**src/sv/psmw_ram.sv**
```systemverilog
// Generic single-write, single-read RAM with a registered read port.
`default_nettype none

module psmw_ram #(
    parameter int WIDTH = 8,
    parameter int DEPTH = 16
) (
    input  wire logic                     clk,
    input  wire logic                     we,
    input  wire logic [$clog2(DEPTH)-1:0] waddr,
    input  wire logic [WIDTH-1:0]         wdata,
    input  wire logic [$clog2(DEPTH)-1:0] raddr,
    output logic      [WIDTH-1:0]         rdata
);

    logic [WIDTH-1:0] mem [DEPTH];

    always_ff @(posedge clk)
    begin
        if (we)
        begin
            mem[waddr] <= wdata;
        end
        rdata <= mem[raddr];
    end

endmodule

`default_nettype wire

```
**config.mk**
```make
export PLATFORM = sky130hd
export DESIGN_NAME = psmw_ram
export DESIGN_NICKNAME = d
export VERILOG_FILES = /design/src/sv/psmw_ram.sv
export SDC_FILE = /design/constraint.sdc
export NUM_CORES = 1
export LEC_CHECK = 0
export BUFFER_PORTS_ARGS = -buffer_cell sky130_fd_sc_hd__buf_2
export CAP_MARGIN = 20
export CORE_MARGIN = 2
export CORE_UTILIZATION = 40
export DETAILED_ROUTE_END_ITERATION = 10
export HOLD_SLACK_MARGIN = 0.02
export PLACE_DENSITY = 0.67
export SLEW_MARGIN = 0
export SYNTH_ARGS = -nofsm -noshare
export SYNTH_HDL_FRONTEND = slang
export SYNTH_SLANG_ARGS = --single-unit
```
**constraint.sdc**
```tcl
create_clock -name clk -period 5.08 [get_ports clk]
set_input_delay 1.016 -clock clk [delete_from_list [all_inputs] [get_ports clk]]
set_output_delay 1.016 -clock clk [all_outputs]
set_load 0.01 [all_outputs]
```
==> results of run 1 <==
## layout make-up
cell class | instances | area, sq um
multi-input cells | 83 | 1060
repair buffers | 29 | 168
fillers | 1021 | 6520
flip-flops and latches | 136 | 4000
clock buffers | 17 | 425
clock inverters | 15 | 179
well taps | 172 | 215
## where the power goes
part	internal, W	leakage, nW	switching (W)	total [W]
logic	0.0000466	0.497	0.0000679	0.000115
clock network	0.000773	0.287	0.000463	0.00124
registers	0.00125	1.22	0.00000814	0.00126
## Yosys cell counts
library cell | instances | share of area, %
nand3b_1 | 2 | 0.29
buf_6 | 3 | 0.66
or3b_2 | 1 | 0.17
buf_2 | 3 | 0.29
mux4_2 | 18 | 7.9
and2_1 | 1 | 0.12
and2b_1 | 1 | 0.15
mux4_1 | 14 | 7.1
a22oi_1 | 16 | 2.3
buf_4 | 1 | 0.15
nor2_1 | 13 | 0.95
clkdlybuf4s25_2 | 3 | 0.58
nand3_1 | 1 | 0.097
nor3_1 | 4 | 0.39
nand2_1 | 9 | 0.66
nor2b_1 | 1 | 0.12
dfxtp_1 | 8 | 3.1
edfxtp_1 | 128 | 75
nand2b_1 | 2 | 0.24
## cell families after synthesis
family          after synthesis
compound gates               16
buf+inv                      10
flops                       136
mux                          32
simple gates                 35
## per-layer routing
layer | vias up | global-route usage [%] | part of all wire, %
li1 | 1051 | - | -
met1 | 1220 | 22.0 | 42
met2 | 90 | 24.0 | 50
met3 | 8 | 3.89 | 7.3
met4 | 0 | 5.12 | 0.63
met5 | - | 0 | 0
## worst paths after layout
check	end	slack, ps	cells after the start
worst max-delay path	mem[3][1]	2770	3
worst min-delay path	rdata[3]	680	3
worst max register to register	rdata[5]	3660	3
worst min register to register	rdata[3]	680	3
## metrics by stage
| step | setup WS (ps) | cells | power [W] | hold WS, ps | util (%) |
|---|---|---|---|---|---|
| 2_1_floorplan | 2570 | 229 | 0.00135 | 629 | - |
| 3_3_place_gp | 2000 | 418 | 0.00140 | 646 | 43.1 |
| 3_5_place_dp | 1980 | 419 | 0.00140 | 651 | 43.2 |
| 4_1_cts | 2420 | 451 | 0.00263 | 678 | 48.0 |
| 5_1_grt | 2710 | 452 | 0.00269 | 717 | 48.2 |
| 6_report | 2770 | 452 | 0.00261 | 679 | 48.2 |
## registers in the layout, summed over array words and instances, names as in the netlist
register,cells
mem,128
rdata,8
## worst register-to-register path, stage by stage, from the launching register on
cell and delay [ps]:
edfxtp_1 380, mux4_1 500, a22oi_1 320, nand2_1 100
==> results.ini, run 1 <==
[run_status]
status = completed

[worst_setup_path]
timing.setup.critical_path_class = in2reg
path_buf_inv = 1
worstPathArrival_ps = 2330
critical-path-slowest-cell = nor2_1
path_delay_family = simple AND/OR/NAND/NOR gates
worst_path_largest_cell_delay_ps = 680
cp_cell_sequence = buf_2 > or3b_2 > nor2_1
crit_path_end_kind = register
worstPathMaxFanout = 8
cp.required_ps = 5110
r2r-start = mem[2][5]
crit_start = waddr[2]
start_kind = input port

[synthesis]
yosys.area_share.simple_pct = 3.18
synth_nets = 247
synth_fa_ha_area_share_pct = 0
synthCells = 229
synth_compound_area_share_pct = 2.33
muxShareOfSynthArea_pct = 15.0
synth.ff_latch_count = 136
syn_avg_cell_area_sq_um = 22.5
synth_xor_xnor_area_share_pct = 0
netlist_area_sq_um = 5150
synth_cell_types = 19
yosysWarningCount = 0
synth_top_family_by_area = multiplexers
ys_seq_area_share_pct = 77.8

[route]
drtIter0Drc = 201
drc = 0
ant_nets = 0
drt_wl_total_microns = 10100
drt_pre_antenna_iters = 4
via_count = 2369
avgRoutedWirePerCell_microns = 22.4
avgViaCountPerCell = 5.24

[timing]
rsz0062_at_grt = no
max_slew_margin_pct = 36.4
finalSetupViolCount = 0
skew_ps = 7.50
max_freq_mhz = 434
drv_slew = 0
fin_crit_sh_pct = 45.4
fin_tns_setup_ps = 0
period_minus_slack_ps = 2310
worst_pin_slew_ps = 951
hold_viol_final = 0

[final_layout]
area_growth_pct = 17.6
antenna_cells = 0
stdcell_area_sq_um = 6050
final_cell_mix = 128 x edfxtp_1, 25 x buf_2, 18 x mux4_2, 17 x clkbuf_16, 16 x a22oi_1
nNetsFinal = 285
drive_gt1_share_pct = 28.6
final_common_cell = edfxtp_1

[place]
dpl.hpwl_microns = 6050
io_buffers = 25
gp_congestion = 0.730
postPlaceCellArea_sq_um = 5430

[clocking]
cts.sinks = 136
clockBufferDepth = 2
htree_levels = 4
hold_buffers = 0
numCtsBuffers = 17
cts.repair.resized = 0
post-cts-setup-buffers = 0
cts_root_buf = clkbuf_16
cts.clk_slew.worst_paths_ps = 60
tritoncts = yes
worstSkewPairLatency_ps = 400

[global_route]
overflow = 0
grt_usage_pct = 15.6
grt_max_degree = 33
grt_pass1_wl_microns = 15300
grt_pass1_vias = 2490
antenna_found_initial = 0

[power]
power_density_nw_per_um2 = 432
ir_drop_mv = 0.287
p_leak_nw = 2.01

[run]
maxCapViolations = 0

[floorplanning]
pin_count = 26
die_w_microns = 117
rows = 41
fp.dieArea_sq_um = 13800
die_h_microns = 117
start_util_pct = 41.0
core-area_sq_um = 12600

[min_path]
min_path_type = reg2reg
worstHoldStart = mem[8][3]

Note: power is estimated with default switching activity, not from simulation.
==> run 2: changes to the inputs <==
Settings changed: ABC_AREA set to 1, PLACE_DENSITY 0.67 to 0.69.
Clock period 5.08 ns to 2.1 ns, I/O delays scaled along.
==> run 2 against run 1 <==
Via count increased by 68%. Sequential cell count stayed put. Power grew 140%. Synthesized area grew 12%. Die area increased by 12%. Critical path depth decreased by 2. Worst setup slack worse by 2100 ps. Final area is 11% higher. Synthesized cell count increased by 140%. Clock skew about the same. Routed wire length increased by 32%. Global-route usage is 3.1 points higher. Largest cell class unchanged.
==> results.ini, run 2 <==
[timing]
skew_ps = 7.18  ; -0.321 ps
max_slew_margin_pct = 56.4  ; +20 points
fin_crit_sh_pct = 66.9
finalSetupViolCount = 0  ; unchanged
rsz0062_at_grt = no
worst_hold_slack_ps = 388  ; -290 ps
worst_pin_slew_ps = 651  ; -300 ps
hold_viol_final = 0  ; unchanged
fin_tns_setup_ps = 0  ; unchanged
max_freq_mhz = 712
drv_slew = 0  ; unchanged
setup_ws_ps = 695  ; -2080 ps
period_minus_slack_ps = 1410

[worst_setup_path]
worstPathMaxFanout = 1  ; -7
path_delay_family = flip-flops
worstPathArrival_ps = 990  ; -1340 ps
timing.setup.critical_path_class = reg2out
critical-path-slowest-cell = dfxtp_1
path_buf_inv = 1  ; unchanged
crit_path_end_kind = primary output
rrSetupSlack_ps = 1090  ; -2570 ps
r2r-start = mem[7][1]
r2r_cells = 6  ; +3
cp_num_cells = 1  ; -2
timing.rr.end = rdata[1]
cp_cell_sequence = buf_2
critPathCapture = rdata[5]
crit_start = rdata[5]
start_kind = register
cp.required_ps = 1680  ; -3430 ps
worst_path_largest_cell_delay_ps = 410  ; -270 ps

[run_status]
status = completed

[global_route]
grt_pass1_vias = 3985  ; +60%
grt.busiest_layer = met2
use_met3_pct = 4.30  ; +0.41 points
met2_usage_pct = 31.2  ; +7.2 points
antenna_found_initial = 0  ; unchanged
grt_pass1_wl_microns = 20900  ; +36%
grt_usage_pct = 18.7  ; +3.1 points
overflow = 0  ; unchanged
grt_util_met1_pct = 23.6  ; +1.7 points
grt_max_degree = 40  ; +21%

[final_layout]
fillers = 1244  ; +22%
final_util_pct = 48.0  ; -0.17 points
final_common_cell = nand2_1
multi_input_area_sq_um = 1210  ; +14%
reg_top3 = mem (128), rdata (8)
largest_reg_flops = 128  ; unchanged
antenna_cells = 0  ; unchanged
drive_gt1_share_pct = 12.5  ; -16 points
top_register = mem
final_cell_mix = 173 x nand2_1, 128 x edfxtp_1, 100 x inv_1, 97 x nand3_1, 25 x buf_2
seq_area_sq_um = 4000  ; unchanged
area_growth_pct = 16.4
nNetsFinal = 611  ; +110%

[clocking]
cts.sinks = 136  ; unchanged
hold_buffers = 0  ; unchanged
cts.clk_slew.worst_paths_ps = 60  ; about the same
post-cts-setup-buffers = 0  ; unchanged
clockBufferDepth = 2  ; unchanged
htree_levels = 4  ; unchanged
numCtsBuffers = 17  ; unchanged
cts.repair.resized = 0  ; unchanged
worstSkewPairLatency_ps = 410  ; about the same
tritoncts = yes
cts_root_buf = clkbuf_16

[power]
power_density_nw_per_um2 = 947  ; +120%
ir_drop_mv = 0.507  ; +76%
p_leak_nw = 2.90  ; +45%
finalPower_w = 0.00636  ; +140%

[synthesis]
ys.flop_type = edfxtp_1
synth_top_area_share_pct = 66.7  ; -8.0 points
synth.ff_latch_count = 136  ; unchanged
synth_area_leaders = edfxtp_1 67%, nand2_1 11%, nand3_1 8.4%
syn_avg_cell_area_sq_um = 10.5  ; -53%
yosysTopAreaCell = edfxtp_1
synth_nets = 569  ; +130%
synthCells = 551  ; +140%
synth_edf_count = 128  ; unchanged
netlist_area_sq_um = 5770  ; +12%
synthTopCellsByCount = 173 x nand2_1, 128 x edfxtp_1, 100 x inv_1, 97 x nand3_1, 17 x nor2_1
ys_seq_area_share_pct = 69.4  ; -8.4 points
async_flop_share_pct = 0  ; unchanged
yosysWarningCount = 0  ; unchanged
synth.most_common_cell = nand2_1
synth_cell_types = 12  ; -7

[floorplanning]
fp.dieArea_sq_um = 15400  ; +12%
pin_count = 26  ; unchanged
rows = 43  ; +4.9%
start_util_pct = 41.2  ; +0.27 points
core-area_sq_um = 14000  ; +11%
die_h_microns = 124  ; +5.6%
die_w_microns = 124  ; +5.6%

[route]
drt_pre_antenna_iters = 4  ; unchanged
ant_nets = 0  ; unchanged
via_count = 3971  ; +68%
drt_wl_total_microns = 13400  ; +32%
avgRoutedWirePerCell_microns = 17.0  ; -24%
drtIter0Drc = 352  ; +75%
avgViaCountPerCell = 5.05  ; -3.6%
drc = 0  ; unchanged

[place]
dpl.hpwl_microns = 8120  ; +34%
io_buffers = 25  ; unchanged
gp_congestion = 0.839  ; +15%
dpl_worst_slack_ps = 447  ; -1530 ps

[run]
maxCapViolations = 0  ; unchanged

[min_path]
min_path_type = in2reg

==> run 2: worst min path at each step <==
stage	slack, ps	cells after the start	to	start
final	390	3	rdata[6]	raddr[3]
after global routing	390	3	rdata[6]	raddr[3]
after CTS	370	3	rdata[6]	raddr[3]
after floorplan	520	0	mem[0][0]	wdata[0]
after global placement	660	6	rdata[2]	mem[6][2]
after detailed placement	650	6	rdata[0]	mem[3][0]
==> run 2: final cells by class <==
cell class	count	share of cell area [%]
repair buffers	47	4.51
well taps	180	3.35
flip-flops and latches	136	59.6
inverters	102	5.70
clock inverters	15	2.39
clock buffers	17	6.34
multi-input cells	289	18.1
==> run 2: kinds of logic (layout without fill, tap and decap cells) <==
family                 after synthesis  after routing  share of synthesized area, %
and+or+nand+nor                    289            289                          21.0
DFF                                136            136                          69.4
buffers and inverters              126            181                          9.52
==> run 2: per-stage QoR <==
stage,std cells,area (sq um)
after global placement,754,6130
final,786,6710
after global routing,786,6710
after detailed placement,754,6130
after floorplan,551,5770
after CTS,786,6710
==> run 2: per-layer routing <==
layer	wire, microns	vias to the layer above
met1	5370	1904
met2	6700	187
met4	312	0
li1	-	1855
met5	0	-
met3	980	25
==> run 2: tightest hold or removal path, stage by stage <==
cell and delay, ps:
buf_2 180, nand3_1 110, nand2_1 50
==> run 2: report_power, final <==
| part | internal, W | switching (W) |
|---|---|---|
| clock | 0.00184 | 0.00109 |
| sequential | 0.00304 | 0.0000213 |
| combinational | 0.000111 | 0.000265 |
